### config.mk
export PLATFORM = sky130hd
export DESIGN_NAME = line_sensor_centroid_with_calibration
export DESIGN_NICKNAME = d
export VERILOG_FILES = /design/src/lsc_pkg.sv /design/src/lsc_divider.sv /design/src/line_sensor_centroid_with_calibration.sv
export VERILOG_INCLUDE_DIRS = /design/src /design/src/src
export SDC_FILE = /design/constraint.sdc
export NUM_CORES = 2
export LEC_CHECK = 0
export ABC_AREA = 1
export BUFFER_PORTS_ARGS = -buffer_cell sky130_fd_sc_hd__buf_2
export CAP_MARGIN = 20
export CORE_UTILIZATION = 55
export CTS_CLUSTER_DIAMETER = 80
export DETAILED_ROUTE_END_ITERATION = 10
export GPL_TIMING_DRIVEN = 0
export MAX_ROUTING_LAYER = met4
export PLACE_DENSITY = 0.72
export SLEW_MARGIN = 20
export SYNTH_ARGS = -nofsm -noshare
export SYNTH_HDL_FRONTEND = slang
export SYNTH_SLANG_ARGS = --single-unit
### constraint.sdc
create_clock -name aclk -period 5.92 [get_ports aclk]
set_input_delay 1.184 -clock aclk [delete_from_list [all_inputs] [get_ports aclk]]
set_output_delay 1.184 -clock aclk [all_outputs]
set_load 0.005 [all_outputs]
### src/line_sensor_centroid_with_calibration_defines.svh
// Assertion macros shared by the line sensor centroid RTL.
`ifndef LINE_SENSOR_CENTROID_WITH_CALIBRATION_DEFINES_SVH
`define LINE_SENSOR_CENTROID_WITH_CALIBRATION_DEFINES_SVH
// Implication checked on every rising clock edge outside reset.
`define LSC_ASSERT_IMPL(label, clk, rstn, ante, cons, msg) \
    label: assert property (@(posedge clk) disable iff (!rstn) (ante) |-> (cons)) \
        else $error(msg);
// Next-cycle implication checked outside reset.
`define LSC_ASSERT_NEXT(label, clk, rstn, ante, cons, msg) \
    label: assert property (@(posedge clk) disable iff (!rstn) (ante) |=> (cons)) \
        else $error(msg);
`endif

### src/lsc_pkg.sv
// Package with shared constants, types and codes of the line sensor centroid.
`timescale 1ns / 1ps
package lsc_pkg;
    localparam int SENSORS     = 8;
    localparam int SAMPLE_BITS = 12;
    localparam int IDX_BITS    = 3;
    localparam int DIV_BITS    = 32;
    localparam int DCNT_BITS   = 6;

    typedef enum logic [2:0] {
        OP_FOLLOW    = 3'd0,
        OP_CAL_BEGIN = 3'd1,
        OP_CAL_TRACK = 3'd2,
        OP_CAL_CANCEL= 3'd3,
        OP_CAL_SAVE  = 3'd4,
        OP_DEFAULTS  = 3'd5,
        OP_SET_ENTRY = 3'd6,
        OP_NONE      = 3'd7
    } op_t;

    typedef enum logic [2:0] {
        CFG_CRUISE    = 3'd0,
        CFG_THRESHOLD = 3'd1,
        CFG_DEF_WHITE = 3'd2,
        CFG_DEF_BLACK = 3'd3,
        CFG_REVERSE   = 3'd4,
        CFG_MIN_SPAN  = 3'd5
    } cfg_idx_t;

    // Divider request and reply between the top level and the divider.
    typedef struct packed {
        logic                start;
        logic [DIV_BITS-1:0] num;
        logic [DIV_BITS-1:0] den;
    } div_req_t;

    typedef struct packed {
        logic                done;
        logic [DIV_BITS-1:0] quot;
    } div_rsp_t;
endpackage

### src/lsc_divider.sv
// Bit-serial restoring divider, one quotient bit per cycle.
`timescale 1ns / 1ps
`include "line_sensor_centroid_with_calibration_defines.svh"
module lsc_divider (
    input  logic               aclk,
    input  logic               aresetn,
    input  lsc_pkg::div_req_t  req,
    output lsc_pkg::div_rsp_t  rsp
);
    logic [lsc_pkg::DIV_BITS-1:0]  quot_reg, quot_next;
    logic [lsc_pkg::DIV_BITS-1:0]  den_reg, den_next;
    logic [lsc_pkg::DIV_BITS:0]    rem_reg, rem_next;
    logic [lsc_pkg::DCNT_BITS-1:0] cnt_reg, cnt_next;
    logic                          busy_reg, busy_next;
    logic                          done_reg, done_next;
    logic [lsc_pkg::DIV_BITS:0]    trial;

    // One shift-and-subtract step per cycle.
    always_comb begin
        quot_next = quot_reg;
        den_next  = den_reg;
        rem_next  = rem_reg;
        cnt_next  = cnt_reg;
        busy_next = busy_reg;
        done_next = 1'b0;
        trial     = {rem_reg[lsc_pkg::DIV_BITS-1:0], quot_reg[lsc_pkg::DIV_BITS-1]};
        if (req.start) begin
            quot_next = req.num;
            den_next  = req.den;
            rem_next  = '0;
            cnt_next  = '0;
            busy_next = 1'b1;
        end else if (busy_reg) begin
            if (trial >= {1'b0, den_reg}) begin
                rem_next  = trial - {1'b0, den_reg};
                quot_next = {quot_reg[lsc_pkg::DIV_BITS-2:0], 1'b1};
            end else begin
                rem_next  = trial;
                quot_next = {quot_reg[lsc_pkg::DIV_BITS-2:0], 1'b0};
            end
            cnt_next = cnt_reg + 1'b1;
            if (cnt_reg == lsc_pkg::DCNT_BITS'(lsc_pkg::DIV_BITS - 1)) begin
                busy_next = 1'b0;
                done_next = 1'b1;
            end
        end
    end

    always_ff @(posedge aclk) begin
        if (!aresetn) begin
            busy_reg <= 1'b0;
            done_reg <= 1'b0;
            cnt_reg  <= '0;
        end else begin
            busy_reg <= busy_next;
            done_reg <= done_next;
            cnt_reg  <= cnt_next;
        end
        quot_reg <= quot_next;
        den_reg  <= den_next;
        rem_reg  <= rem_next;
    end

    assign rsp.done = done_reg;
    assign rsp.quot = quot_reg;

    `LSC_ASSERT_NEXT(a_done_after_busy, aclk, aresetn, rsp.done, !busy_reg, "done while busy")
    `LSC_ASSERT_IMPL(a_done_one_hot, aclk, aresetn, busy_reg, !done_reg, "busy and done together")
    `LSC_ASSERT_IMPL(a_cnt_range, aclk, aresetn, busy_reg,
        cnt_reg < lsc_pkg::DCNT_BITS'(lsc_pkg::DIV_BITS), "count beyond width")
endmodule

### src/line_sensor_centroid_with_calibration.sv
// Top level of the reflectance line sensor centroid with sweep calibration.
`timescale 1ns / 1ps
`include "line_sensor_centroid_with_calibration_defines.svh"
// A follow beat normalises the eight samples one sensor at a time through a
// shared bit-serial divider, then runs one more division for the centroid.
// A sensor that needs a division is started in ST_NORM, waits in ST_NWAIT
// while the divider forms its quotient bits and is collected when the
// divider reports done. A sensor that is skipped or clamps is summed in
// ST_NORM without a division. ST_CENT decides whether the line is lost and,
// when it is seen, starts the centroid division that ST_CWAIT waits for.
// ST_OUT then loads the result. Every other operation updates the state on
// its accepting edge and goes straight to ST_OUT, which loads its result
// once the output register is free. One beat is in work at a time.
// While a result waits in the output register the next beat is taken and
// worked on; its result is held back until the output register is free.
// No clearing pass is needed after reset.
module line_sensor_centroid_with_calibration (
    input  logic         aclk,
    input  logic         aresetn,
    input  logic         s_tvalid,
    output logic         s_tready,
    // operation[2:0], sample_0..7 [98:3], entry_index[101:99],
    // entry_white[113:102], entry_black[125:114], zero fill to 128
    input  logic [127:0] s_tdata,
    output logic         m_tvalid,
    input  logic         m_tready,
    // position[15:0], line_lost[16], lost_began[17], speed_mmps[30:18],
    // calibrating[31], short_span_mask[39:32], status[40], zero fill to 48
    output logic [47:0]  m_tdata,
    input  logic         cfg_we,
    input  logic [2:0]   cfg_index,
    input  logic [14:0]  cfg_wdata
);
    typedef enum logic [5:0] {
        ST_IDLE = 6'b000001,
        ST_NORM = 6'b000010,
        ST_NWAIT= 6'b000100,
        ST_CENT = 6'b001000,
        ST_CWAIT= 6'b010000,
        ST_OUT  = 6'b100000
    } state_t;

    localparam int SB = lsc_pkg::SAMPLE_BITS;
    localparam int IB = lsc_pkg::IDX_BITS;
    localparam int DB = lsc_pkg::DIV_BITS;

    state_t state_reg, state_next;

    // Configuration registers.
    logic [12:0]   cruise_reg;
    logic [14:0]   thresh_reg;
    logic [SB-1:0] defw_reg, defb_reg, span_reg;
    logic          rev_reg;

    // Calibration state; white/black reset to the default values 200 and 2500.
    logic [SB-1:0] white_reg [lsc_pkg::SENSORS];
    logic [SB-1:0] black_reg [lsc_pkg::SENSORS];
    logic [SB-1:0] smin_reg  [lsc_pkg::SENSORS];
    logic [SB-1:0] smax_reg  [lsc_pkg::SENSORS];
    logic          active_reg, lost_reg;
    logic [15:0]   lastpos_reg;

    // Beat being worked on.
    logic [SB-1:0] samp_reg [lsc_pkg::SENSORS];
    logic [IB-1:0] idx_reg;
    logic [16:0]   tot_reg;
    logic [19:0]   wsum_reg;
    logic          neg_reg;
    logic          fol_reg;
    logic [47:0]   opres_reg;

    // Result register.
    logic          mvalid_reg;
    logic [47:0]   mdata_reg;

    lsc_pkg::div_req_t dreq;
    lsc_pkg::div_rsp_t drsp;

    lsc_divider u_div (.aclk(aclk), .aresetn(aresetn), .req(dreq), .rsp(drsp));

    logic          accept;
    lsc_pkg::op_t  op_in;
    logic [SB-1:0] raw_in [lsc_pkg::SENSORS];
    logic [SB-1:0] cw, cb, cr;
    logic [12:0]   nweight;
    logic [IB-1:0] kk;
    logic [21:0]   num_s;
    logic [21:0]   mag_num;
    logic [19:0]   den_c;
    logic [DB-1:0] q;
    logic [15:0]   pos_sat;
    logic [15:0]   apos;
    logic [12:0]   spd;
    logic [47:0]   op_res;
    logic [47:0]   fol_res;
    logic [7:0]    mask;
    logic          stat;
    logic          lost_now;
    logic          began;
    logic          out_free;
    logic          out_load;

    assign accept   = s_tvalid && s_tready;
    assign s_tready = (state_reg == ST_IDLE);
    assign op_in    = lsc_pkg::op_t'(s_tdata[2:0]);
    assign out_free = !mvalid_reg || m_tready;
    assign out_load = (state_reg == ST_OUT) && out_free;
    always_comb begin
        for (int i = 0; i < lsc_pkg::SENSORS; i++) begin
            raw_in[i] = s_tdata[3 + i*SB +: SB];
        end
    end

    // Current sensor of the normalisation sweep.
    assign cw = white_reg[idx_reg];
    assign cb = black_reg[idx_reg];
    assign cr = samp_reg[idx_reg];
    assign kk = rev_reg ? (IB'(lsc_pkg::SENSORS - 1) - idx_reg) : idx_reg;

    // Centroid numerator 2W - 7T and its magnitude.
    assign num_s   = {1'b0, wsum_reg, 1'b0} - 22'(tot_reg) * 22'(lsc_pkg::SENSORS - 1);
    assign mag_num = num_s[21] ? (22'd0 - num_s) : num_s;
    assign den_c   = 20'(tot_reg) * 20'(lsc_pkg::SENSORS - 1);
    assign q       = drsp.quot;
    assign lost_now = (tot_reg == '0) || (tot_reg < {2'b0, thresh_reg});
    assign pos_sat = neg_reg ? ((q > DB'(32768)) ? 16'h8000 : (16'd0 - q[15:0]))
                             : ((q > DB'(32767)) ? 16'h7FFF : q[15:0]);
    assign apos    = pos_sat[15] ? (16'd0 - pos_sat) : pos_sat;
    assign spd     = ({3'b0, apos} * 19'd5 > 19'(3 * 32768)) ? (cruise_reg >> 1) : cruise_reg;

    // Weight of the current sensor, or the divider request for it or for the centroid.
    always_comb begin
        dreq    = '0;
        nweight = 13'd0;
        if (state_reg == ST_NORM) begin
            if (cb <= cw || cr <= cw) begin
                nweight = 13'd0;
            end else if (cr >= cb) begin
                nweight = 13'd4096;
            end else begin
                dreq.start = 1'b1;
                dreq.num   = DB'({cr - cw, 12'b0});
                dreq.den   = DB'(cb - cw);
            end
        end else if (state_reg == ST_CENT && !lost_now) begin
            dreq.start = 1'b1;
            dreq.num   = DB'({mag_num, 15'b0});
            dreq.den   = DB'(den_c);
        end
    end

    // Save mask over all sensors.
    always_comb begin
        for (int i = 0; i < lsc_pkg::SENSORS; i++) begin
            mask[i] = (smax_reg[i] < smin_reg[i]) || (smax_reg[i] - smin_reg[i] < span_reg);
        end
    end

    // Result of a non-follow operation, taken from the state before the beat.
    always_comb begin
        stat   = 1'b0;
        op_res = '0;
        if (op_in == lsc_pkg::OP_CAL_TRACK || op_in == lsc_pkg::OP_CAL_CANCEL ||
            op_in == lsc_pkg::OP_CAL_SAVE) begin
            stat = !active_reg;
        end
        op_res[15:0]  = lastpos_reg;
        op_res[16]    = lost_reg;
        op_res[31]    = (op_in == lsc_pkg::OP_CAL_BEGIN) ? 1'b1 :
                        ((op_in == lsc_pkg::OP_CAL_CANCEL ||
                          op_in == lsc_pkg::OP_CAL_SAVE ||
                          op_in == lsc_pkg::OP_DEFAULTS) ? 1'b0 : active_reg);
        op_res[39:32] = (op_in == lsc_pkg::OP_CAL_SAVE && active_reg) ? mask : 8'd0;
        op_res[40]    = stat;
    end

    // Result of a follow beat once the centroid is known.
    always_comb begin
        fol_res = '0;
        began   = 1'b0;
        if (lost_now) begin
            began         = !lost_reg;
            fol_res[15:0] = lastpos_reg;
            fol_res[16]   = 1'b1;
        end else begin
            fol_res[15:0]  = pos_sat;
            fol_res[30:18] = spd;
        end
        fol_res[17] = began;
        fol_res[31] = active_reg;
    end

    // Sequencer.
    always_comb begin
        state_next = state_reg;
        unique case (state_reg)
            ST_IDLE:  if (accept) state_next = (op_in == lsc_pkg::OP_FOLLOW) ? ST_NORM : ST_OUT;
            ST_NORM:  if (dreq.start) state_next = ST_NWAIT;
                      else if (idx_reg == IB'(lsc_pkg::SENSORS - 1)) state_next = ST_CENT;
            ST_NWAIT: if (drsp.done) state_next = (idx_reg == IB'(lsc_pkg::SENSORS - 1))
                                                  ? ST_CENT : ST_NORM;
            ST_CENT:  state_next = lost_now ? ST_OUT : ST_CWAIT;
            ST_CWAIT: if (drsp.done) state_next = ST_OUT;
            ST_OUT:   if (out_free) state_next = ST_IDLE;
            default:  state_next = ST_IDLE;
        endcase
    end

    always_ff @(posedge aclk) begin
        if (!aresetn) begin
            state_reg   <= ST_IDLE;
            cruise_reg  <= 13'd300;
            thresh_reg  <= 15'd2048;
            defw_reg    <= SB'(200);
            defb_reg    <= SB'(2500);
            rev_reg     <= 1'b0;
            span_reg    <= SB'(200);
            active_reg  <= 1'b0;
            lost_reg    <= 1'b0;
            lastpos_reg <= '0;
            mvalid_reg  <= 1'b0;
            for (int i = 0; i < lsc_pkg::SENSORS; i++) begin
                white_reg[i] <= SB'(200);
                black_reg[i] <= SB'(2500);
                smin_reg[i]  <= '1;
                smax_reg[i]  <= '0;
            end
        end else begin
            state_reg <= state_next;
            // Configuration writes.
            if (cfg_we) begin
                case (cfg_index)
                    lsc_pkg::CFG_CRUISE:    cruise_reg <= cfg_wdata[12:0];
                    lsc_pkg::CFG_THRESHOLD: thresh_reg <= cfg_wdata;
                    lsc_pkg::CFG_DEF_WHITE: defw_reg   <= cfg_wdata[SB-1:0];
                    lsc_pkg::CFG_DEF_BLACK: defb_reg   <= cfg_wdata[SB-1:0];
                    lsc_pkg::CFG_REVERSE:   rev_reg    <= cfg_wdata[0];
                    lsc_pkg::CFG_MIN_SPAN:  span_reg   <= cfg_wdata[SB-1:0];
                    default: ;
                endcase
            end
            // Non-follow operations update the state on the accepting edge.
            if (accept) begin
                unique case (op_in)
                    lsc_pkg::OP_FOLLOW: ;
                    lsc_pkg::OP_CAL_BEGIN: begin
                        active_reg <= 1'b1;
                        for (int i = 0; i < lsc_pkg::SENSORS; i++) begin
                            smin_reg[i] <= '1;
                            smax_reg[i] <= '0;
                        end
                    end
                    lsc_pkg::OP_CAL_TRACK: begin
                        if (active_reg) begin
                            for (int i = 0; i < lsc_pkg::SENSORS; i++) begin
                                if (raw_in[i] < smin_reg[i]) smin_reg[i] <= raw_in[i];
                                if (raw_in[i] > smax_reg[i]) smax_reg[i] <= raw_in[i];
                            end
                        end
                    end
                    lsc_pkg::OP_CAL_CANCEL: begin
                        active_reg <= 1'b0;
                    end
                    lsc_pkg::OP_CAL_SAVE: begin
                        if (active_reg) begin
                            active_reg <= 1'b0;
                            for (int i = 0; i < lsc_pkg::SENSORS; i++) begin
                                if (!mask[i]) begin
                                    white_reg[i] <= smin_reg[i];
                                    black_reg[i] <= smax_reg[i];
                                end
                            end
                        end
                    end
                    lsc_pkg::OP_DEFAULTS: begin
                        active_reg <= 1'b0;
                        for (int i = 0; i < lsc_pkg::SENSORS; i++) begin
                            white_reg[i] <= defw_reg;
                            black_reg[i] <= defb_reg;
                        end
                    end
                    lsc_pkg::OP_SET_ENTRY: begin
                        white_reg[s_tdata[101:99]] <= s_tdata[113:102];
                        black_reg[s_tdata[101:99]] <= s_tdata[125:114];
                    end
                    default: ;
                endcase
            end
            // Follow state moves on as its result is loaded.
            if (out_load && fol_reg) begin
                if (lost_now) begin
                    lost_reg <= 1'b1;
                end else begin
                    lost_reg    <= 1'b0;
                    lastpos_reg <= pos_sat;
                end
            end
            // Output register: loaded when free or being emptied.
            if (out_load) begin
                mdata_reg  <= fol_reg ? fol_res : opres_reg;
                mvalid_reg <= 1'b1;
            end else if (m_tvalid && m_tready) begin
                mvalid_reg <= 1'b0;
            end
        end
    end

    // Datapath of the follow sweep and capture of the accepted beat.
    always_ff @(posedge aclk) begin
        if (accept) begin
            for (int i = 0; i < lsc_pkg::SENSORS; i++) samp_reg[i] <= raw_in[i];
            idx_reg   <= '0;
            tot_reg   <= '0;
            wsum_reg  <= '0;
            fol_reg   <= (op_in == lsc_pkg::OP_FOLLOW);
            opres_reg <= op_res;
        end
        if (state_reg == ST_NORM && !dreq.start) begin
            tot_reg  <= tot_reg + 17'(nweight);
            wsum_reg <= wsum_reg + 20'(nweight) * 20'(kk);
            if (idx_reg != IB'(lsc_pkg::SENSORS - 1)) idx_reg <= idx_reg + 1'b1;
        end
        if (state_reg == ST_NWAIT && drsp.done) begin
            tot_reg  <= tot_reg + 17'(q[12:0]);
            wsum_reg <= wsum_reg + 20'(q[12:0]) * 20'(kk);
            if (idx_reg != IB'(lsc_pkg::SENSORS - 1)) idx_reg <= idx_reg + 1'b1;
        end
        if (state_reg == ST_CENT) neg_reg <= num_s[21];
    end

    assign m_tvalid = mvalid_reg;
    assign m_tdata  = mdata_reg;

    `LSC_ASSERT_IMPL(a_one_work, aclk, aresetn, state_reg != ST_IDLE, !s_tready, "ready while busy")
    `LSC_ASSERT_NEXT(a_out_valid, aclk, aresetn, state_reg == ST_OUT, m_tvalid, "no result")
    `LSC_ASSERT_NEXT(a_out_hold, aclk, aresetn, m_tvalid && !m_tready,
        m_tvalid && $stable(m_tdata), "result changed while waiting")
endmodule
== Word level (Yosys, flattened, before mapping) ==
Memory sizes are Yosys's and may differ from the RTL's. A register that Yosys moved wholly into a read port is not among the register bits.
Index checks and enable logic that the tools add are counted.
Word-level totals
  bits in writable memories: 480
  memories: 5
  input port bits: 151
  word-level logic and storage cells: 528
  register bits after elaboration: 304
  output and inout bits: 50
Operators by class
  multiplexer cells: 281
  $mul: 5
  equality and inequality tests: 25
  reduce and logical (&&, ||, !) cells: 52
  bitwise logic cells: 67
  magnitude comparators: 40
  $add $sub $neg: 22
Memory list
  black_reg: words 8, width 12, read ports 1, clocked after memory_dff 1, write ports 8, line line_sensor_centroid_with_calibration.sv:57  | logic [SB-1:0] black_reg [lsc_pkg::SENSORS];
  samp_reg: words 8, width 12, read ports 1, clocked after memory_dff 1, write ports 8, line line_sensor_centroid_with_calibration.sv:64  | logic [SB-1:0] samp_reg [lsc_pkg::SENSORS];
  smax_reg: words 8, width 12, read ports 8, clocked after memory_dff 0, write ports 8, line line_sensor_centroid_with_calibration.sv:59  | logic [SB-1:0] smax_reg [lsc_pkg::SENSORS];
  smin_reg: words 8, width 12, read ports 8, clocked after memory_dff 0, write ports 8, line line_sensor_centroid_with_calibration.sv:58  | logic [SB-1:0] smin_reg [lsc_pkg::SENSORS];
  white_reg: words 8, width 12, read ports 1, clocked after memory_dff 1, write ports 8, line line_sensor_centroid_with_calibration.sv:56  | logic [SB-1:0] white_reg [lsc_pkg::SENSORS];
Operators by type and width (number)
  two-way mux 12 bit: 66
  less-than comparator 12 bit: 24
  two-way mux 65 bit: 4
  two-way mux 1 bit: 171
  two-way mux 32 bit: 4
  subtractor 12 bit: 9
  > comparator 12 bit: 8
  two-way mux 16 bit: 5
  two-way mux 17 bit: 4
  two-way mux 13 bit: 5
  OR 1 bit: 64
  two-way mux 20 bit: 3
  two-way mux 6 bit: 8
  adder 20 x 16 -> 20 bit: 2
  multiplier 17 x 3 -> 20 bit, second input constant: 2
  case mux 6 bit (6 select lines): 1
  adder 17 x 13 -> 17 bit: 2
  >= comparator 33 x 32 -> 1 bit: 1
  > comparator 32 x 15 -> 1 bit, second input constant: 1
  > comparator 32 x 16 -> 1 bit, second input constant: 1
  multiplier 13 x 3 -> 16 bit: 2
  subtractor 1 x 16 -> 16 bit, first input constant: 2
  subtractor 32 bit: 1
  <= comparator 12 bit: 2
  39 further kinds: 100

== Longest topological paths before layout ==
An unclocked memory read counts as a cell.
  word-level depth: 13
  depth in mapped cells: 38

== By module ==
Synthesis repeated with hierarchy kept, for this count alone.
Unflattened totals
  cell total of the unflattened synthesis: 7036
  area, all modules: 56759.4 um2
By module, submodules not included
  line_sensor_centroid_with_calibration: times used 1, area each 49959.2 um2, sequential area each 19248.5 um2, cells an instance 6057
  lsc_divider: times used 1, area each 6800.3 um2, sequential area each 2722.6 um2, cells an instance 979

== Least setup slack after synthesis ==
No wires, ideal clock.
  kind: input -> register
  start: input port s_tvalid
  end: memory black_reg[1][0] (netlist bit) (enable)
  arrival time: 5.145 ns
  setup time: 0.385 ns
  cell stages on the path: 9
  required time: 5.535 ns
  path slack: 0.390 ns
  path through: inv_1 > nor2_4 > nand2_1 > nor4_4 > nand2_1 > nor2_2 > inv_2 > clkbuf_1 > nand3_1
RTL lines
  start, declared: line line_sensor_centroid_with_calibration.sv:20  | input logic s_tvalid,
  end, declared: line line_sensor_centroid_with_calibration.sv:57

== Worst setup path in the final report ==
  start: register idx_reg[0]
  end: register wsum_reg[19] (data pin)
Between the ends
  cells in the longest elaborated chain, start to end: 6
  elaborated cells on any way between the ends: 8
  those cells by class: 3 x add/sub; 2 x mul; 3 x mux
Ends and longest elaborated chain
  start, declared: line line_sensor_centroid_with_calibration.sv:65  | logic [IB-1:0] idx_reg;
  start signal, assigned: line line_sensor_centroid_with_calibration.sv:321  | if (idx_reg != IB'(lsc_pkg::SENSORS - 1)) idx_reg <= idx_reg + 1'b1;
  start signal, assigned: line line_sensor_centroid_with_calibration.sv:326  | if (idx_reg != IB'(lsc_pkg::SENSORS - 1)) idx_reg <= idx_reg + 1'b1;
  subtractor 3 bit: line line_sensor_centroid_with_calibration.sv:118  | assign kk = rev_reg ? (IB'(lsc_pkg::SENSORS - 1) - idx_reg) : idx_reg;
  two-way mux 3 bit *: line line_sensor_centroid_with_calibration.sv:118
  multiplier 13 x 3 -> 16 bit: line line_sensor_centroid_with_calibration.sv:320  | wsum_reg <= wsum_reg + 20'(nweight) * 20'(kk);
  adder 20 x 16 -> 20 bit: line line_sensor_centroid_with_calibration.sv:320
  two-way mux 20 bit: line line_sensor_centroid_with_calibration.sv:318  | if (state_reg == ST_NORM && !dreq.start) begin
  two-way mux 20 bit *: line line_sensor_centroid_with_calibration.sv:323  | if (state_reg == ST_NWAIT && drsp.done) begin
  end signal, assigned: line line_sensor_centroid_with_calibration.sv:320
  end signal, assigned: line line_sensor_centroid_with_calibration.sv:325  | wsum_reg <= wsum_reg + 20'(q[12:0]) * 20'(kk);
  end, declared: line line_sensor_centroid_with_calibration.sv:67  | logic [19:0] wsum_reg;
Mark *: on every way between the ends. The rest lies on a longest branch, timed or not.
A chain may end at the register's enable or synchronous reset.

==> metrics.txt <==
# TYPE chip_impl_metric gauge
chip_impl_info{name="status",value="finished clean"} 1
chip_impl_metric{name="post-route-util",unit=""} 0.623
chip_impl_metric{name="final_critical_path_setup_slack",unit="ns"} 0.0623
chip_impl_metric{name="postLayoutCellArea",unit="um2"} 62300
chip_impl_metric{name="antenna_left",unit=""} 0
chip_impl_metric{name="clock_skew",unit="ns"} 0.0247
chip_impl_metric{name="clkSlewWorstSetupHoldPaths",unit="ns"} 0.07
chip_impl_metric{name="p_int",unit="mW"} 13.8
chip_impl_info{name="r2r_start",value="idx_reg[0]$_DFF_P_"} 1
chip_impl_metric{name="clkSinkCount",unit=""} 773
chip_impl_metric{name="tightest_slew",unit="ns"} 1.21
chip_impl_metric{name="yosys_register_bits",unit=""} 773
chip_impl_metric{name="pwr-share-clk",unit=""} 0.246
chip_impl_metric{name="p_leak",unit="nW"} 28.5
chip_impl_info{name="worstSetupPathType",value="reg2reg"} 1
chip_impl_metric{name="placementRows",unit=""} 116
chip_impl_metric{name="min_period_over_period",unit=""} 0.989
chip_impl_metric{name="routedWlPerCell",unit="um"} 26.4
chip_impl_metric{name="seqPwrFrac",unit=""} 0.290
chip_impl_info{name="timing.hold.worst.start",value="lastpos_reg[6]$_SDFFE_PN0P_"} 1
chip_impl_metric{name="synthCells",unit=""} 6762
chip_impl_metric{name="die_h",unit="um"} 320
chip_impl_metric{name="route.final.wire_length",unit="um"} 224000
chip_impl_metric{name="final_max_slew_viol_count",unit=""} 0
chip_impl_metric{name="drive_gt1_frac",unit=""} 0.0914
chip_impl_info{name="final_common_cell",value="sky130_fd_sc_hd__nand2_1"} 1
chip_impl_metric{name="slew_headroom",unit=""} 0.194
chip_impl_metric{name="drt_pre_antenna_iters",unit=""} 7
chip_impl_info{name="cts_tree",value="built"} 1
chip_impl_metric{name="rr_worst_depth",unit=""} 25
chip_impl_metric{name="final_nets",unit=""} 7898
chip_impl_metric{name="area_growth_syn_to_layout",unit="%"} 12.2
chip_impl_metric{name="async_reset_ff_frac",unit=""} 0
chip_impl_metric{name="synth.yosys.warnings",unit=""} 0
chip_impl_metric{name="start_util",unit=""} 0.555
chip_impl_metric{name="dieWidth",unit="um"} 320
chip_impl_metric{name="synth_sequential_area_ratio",unit=""} 0.390
chip_impl_metric{name="drc",unit=""} 0
chip_impl_info{name="worst_min_delay_path_endpoint",value="opres_reg[6]$_DFFE_PP_"} 1
chip_impl_metric{name="grtUsageTotal",unit=""} 0.442
chip_impl_metric{name="core-area",unit="um2"} 100000
chip_impl_metric{name="worst-endpoint-required",unit="ns"} 6.34
chip_impl_metric{name="postPlaceCellArea",unit="um2"} 58500
chip_impl_info{name="rsz0062_at_grt",value="yes"} 1
chip_impl_metric{name="clock_tree.buffer_depth",unit=""} 3
chip_impl_metric{name="gr-total-overflow",unit=""} 0
chip_impl_metric{name="hold_path_depth",unit=""} 0
chip_impl_metric{name="floorplan.die_area",unit="um2"} 102000
chip_impl_metric{name="gp_routability_congestion",unit=""} 1.09
chip_impl_info{name="synth_top_cells_by_area",value="sky130_fd_sc_hd__edfxtp_1 33%, sky130_fd_sc_hd__ha_1 13%, sky130_fd_sc_hd__nand2_1 8.0%"} 1
chip_impl_metric{name="synthDistinctLibCells",unit=""} 69
chip_impl_metric{name="pin_count_of_the_biggest_net_entering_global_routing",unit=""} 31
chip_impl_metric{name="p_comb_frac",unit=""} 0.463
chip_impl_metric{name="setup_violations",unit=""} 0
chip_impl_info{name="slowest_stage",value="sky130_fd_sc_hd__a31oi_4"} 1
chip_impl_metric{name="sw_frac_of_total",unit=""} 0.439
chip_impl_metric{name="vias_per_cell",unit=""} 6.09
chip_impl_metric{name="avgSynthCellArea",unit="um2"} 8.21
chip_impl_info{name="final_cell_mix",value="1177 x sky130_fd_sc_hd__nand2_1, 973 x sky130_fd_sc_hd__inv_1, 787 x sky130_fd_sc_hd__nor2_1, 616 x sky130_fd_sc_hd__edfxtp_1, 578 x sky130_fd_sc_hd__ha_1"} 1
chip_impl_metric{name="cts_made_buffers",unit=""} 90
chip_impl_metric{name="global_route_wire_length_before_repair",unit="um"} 316000
chip_impl_metric{name="grt_pass1_vias",unit=""} 48000
chip_impl_metric{name="clk-insertion-delay-late",unit="ns"} 0.70
chip_impl_metric{name="synth_enable_flop_cells",unit=""} 616
chip_impl_info{name="hp-class",value="reg2reg"} 1
chip_impl_metric{name="clock.fmax",unit="MHz"} 171
chip_impl_metric{name="timing.final.crit_period",unit="ns"} 5.86
chip_impl_metric{name="netSwitchingPower",unit="mW"} 10.8
chip_impl_info{name="synthDominantAreaCellType",value="sky130_fd_sc_hd__edfxtp_1"} 1
chip_impl_metric{name="detailedPlace.worstSlack",unit="ns"} -1.59
chip_impl_metric{name="timing_hold_violations_final",unit=""} 0
chip_impl_metric{name="yosys.area.top_type_share",unit=""} 0.333
chip_impl_metric{name="total_vias_in_the_final_route",unit=""} 51500
chip_impl_metric{name="ios",unit=""} 201
chip_impl_metric{name="cts.htree.levels",unit=""} 3
chip_impl_metric{name="dp.final_hpwl",unit="um"} 176000
chip_impl_metric{name="max_cap_violations",unit=""} 0
chip_impl_metric{name="area_of_the_mapped_netlist",unit="um2"} 55500
chip_impl_info{name="critical-path-top-cell-by-count",value="sky130_fd_sc_hd__nor2_1"} 1
chip_impl_metric{name="io_buffers",unit=""} 190
chip_impl_metric{name="fin_tns_setup",unit="ns"} 0
chip_impl_info{name="crit_path_end_kind",value="register"} 1
chip_impl_info{name="clock-root-buffer",value="sky130_fd_sc_hd__clkbuf_16"} 1
chip_impl_metric{name="drt_iter0_markers",unit=""} 5987
chip_impl_metric{name="power_density",unit="nW/um2"} 395
chip_impl_metric{name="total_power",unit="mW"} 24.6
chip_impl_info{name="end_of_the_worst_register_to_register_path",value="wsum_reg[19]$_DFFE_PP_"} 1
chip_impl_metric{name="timing.reg2reg.setup_slack",unit="ns"} 0.06
chip_impl_info{name="setup.worst_path.start_class",value="register"} 1
chip_impl_metric{name="critPathMaxStageDelay",unit="ns"} 0.53
chip_impl_metric{name="path_max_fanout",unit=""} 10
chip_impl_metric{name="crit_arrival",unit="ns"} 6.28
chip_impl_info{name="synthFlopType",value="sky130_fd_sc_hd__edfxtp_1"} 1
chip_impl_metric{name="worst_ir_drop_vdd",unit="uV"} 573
chip_impl_metric{name="cts.hold.buffers_added",unit=""} 0
chip_impl_metric{name="antenna_found_initial",unit=""} 12
## cell usage after synthesis, types with 26 or more instances
library cell / n
sky130_fd_sc_hd__nand2_1: 1182
sky130_fd_sc_hd__inv_1: 982
sky130_fd_sc_hd__nor2_1: 791
sky130_fd_sc_hd__edfxtp_1: 616
sky130_fd_sc_hd__o21ai_0: 595
sky130_fd_sc_hd__ha_1: 582
sky130_fd_sc_hd__a21oi_1: 469
sky130_fd_sc_hd__nand3_1: 227
sky130_fd_sc_hd__dfxtp_1: 157
sky130_fd_sc_hd__clkbuf_1: 144
sky130_fd_sc_hd__xor2_1: 128
sky130_fd_sc_hd__nand4_1: 99
sky130_fd_sc_hd__fa_1: 85
sky130_fd_sc_hd__o22ai_1: 78
sky130_fd_sc_hd__xnor2_1: 59
sky130_fd_sc_hd__o211ai_1: 58
sky130_fd_sc_hd__o221ai_1: 54
sky130_fd_sc_hd__buf_2: 39
sky130_fd_sc_hd__nor3_1: 39
sky130_fd_sc_hd__o21bai_1: 34
sky130_fd_sc_hd__a31oi_1: 33
sky130_fd_sc_hd__inv_2: 32
sky130_fd_sc_hd__a211oi_1: 31
sky130_fd_sc_hd__a21o_1: 27
sky130_fd_sc_hd__nor2_2: 26
## worst max-delay path: cells and delay by family, from the launching register on
family                     cells  cell delay, ns
AOI/OAI and AO/OA              6            1.76
DFF                            1            0.49
adders and majority gates      4            1.18
buffers and inverters          5            1.14
xor gates and xnor gates       1            0.15
and+or+nand+nor                9            0.84
## stage by stage
step	hold slack, ns	instances
after floorplan	0.408	6768
after global placement	0.411	8256
after detailed placement	0.415	8268
after CTS	0.425	8436
after global routing	0.444	8458
final	0.427	8464
## power by group through the flow
stage | combinational (mW) | sequential, mW | clock, mW
2_1_floorplan | 7.28 | 7.01 | 0
3_3_place_gp | 10.4 | 7.26 | 0
3_5_place_dp | 10.7 | 7.22 | 0
4_1_cts | 10.9 | 7.12 | 6.05
5_1_grt | 12.4 | 7.18 | 6.24
6_report | 11.4 | 7.14 | 6.06
## worst max-delay path by stage
| stage | start | end |
|---|---|---|
| finish | idx_reg[0]$_DFF_P_ | wsum_reg[19]$_DFFE_PP_ |
| global route | u_div.quot_reg[0]$_SDFFCE_PP0P_ | m_tdata[28]$_SDFFCE_PP0P_ |
| CTS | idx_reg[0]$_DFF_P_ | wsum_reg[19]$_DFFE_PP_ |
| detailed placement | idx_reg[0]$_DFF_P_ | wsum_reg[19]$_DFFE_PP_ |
| global placement | s_tvalid | smax_reg[0][35]$_SDFFCE_PN0P_ |
| floorplan | s_tvalid | black_reg[1][0]$_DFFE_PP_ |
## timing repair
item / 4_1_cts / 5_1_grt
resized for setup: 75 / 85
pin swaps: 5 / 11
gates cloned: 0 / 0
setup buffers: 4 / 13
endpoints found under the setup margin: 205 / 42
## cell families (layout without fill, tap and decap cells)
logic type               count (synthesis)  count (layout)  share of synthesized area
adder cells (fa/ha/maj)                667             667                      0.162
buffers and inverters                 1228            1612                     0.0854
AO/OA/AOI/OAI                         1462            1462                      0.149
other                                    1              21                  0.0000676
AND/OR/NAND/NOR                       2444            2444                      0.184
flip-flops                             773             773                      0.390
XOR/XNOR                               187             187                     0.0295
## final cells by class
type,count,area (um2)
Antenna cell,14,35.0
Buffer,208,1000
Clock buffer,112,2500
Clock inverter,52,647
Fill cell,8590,37700
Inverter,1020,3830
Multi-Input combinational cell,4767,29600
Sequential cell,773,21600
Tap cell,1298,1620
Timing Repair Buffer,220,1430
## per-layer routing
metal,track usage,share of wire,routed length (um)
met1,0.538,0.38,84800
met2,0.665,0.44,98800
met3,0.0842,0.097,21700
met4,0.307,0.082,18300
met5,-,0,0
Note: power is estimated with default switching activity, not from simulation.
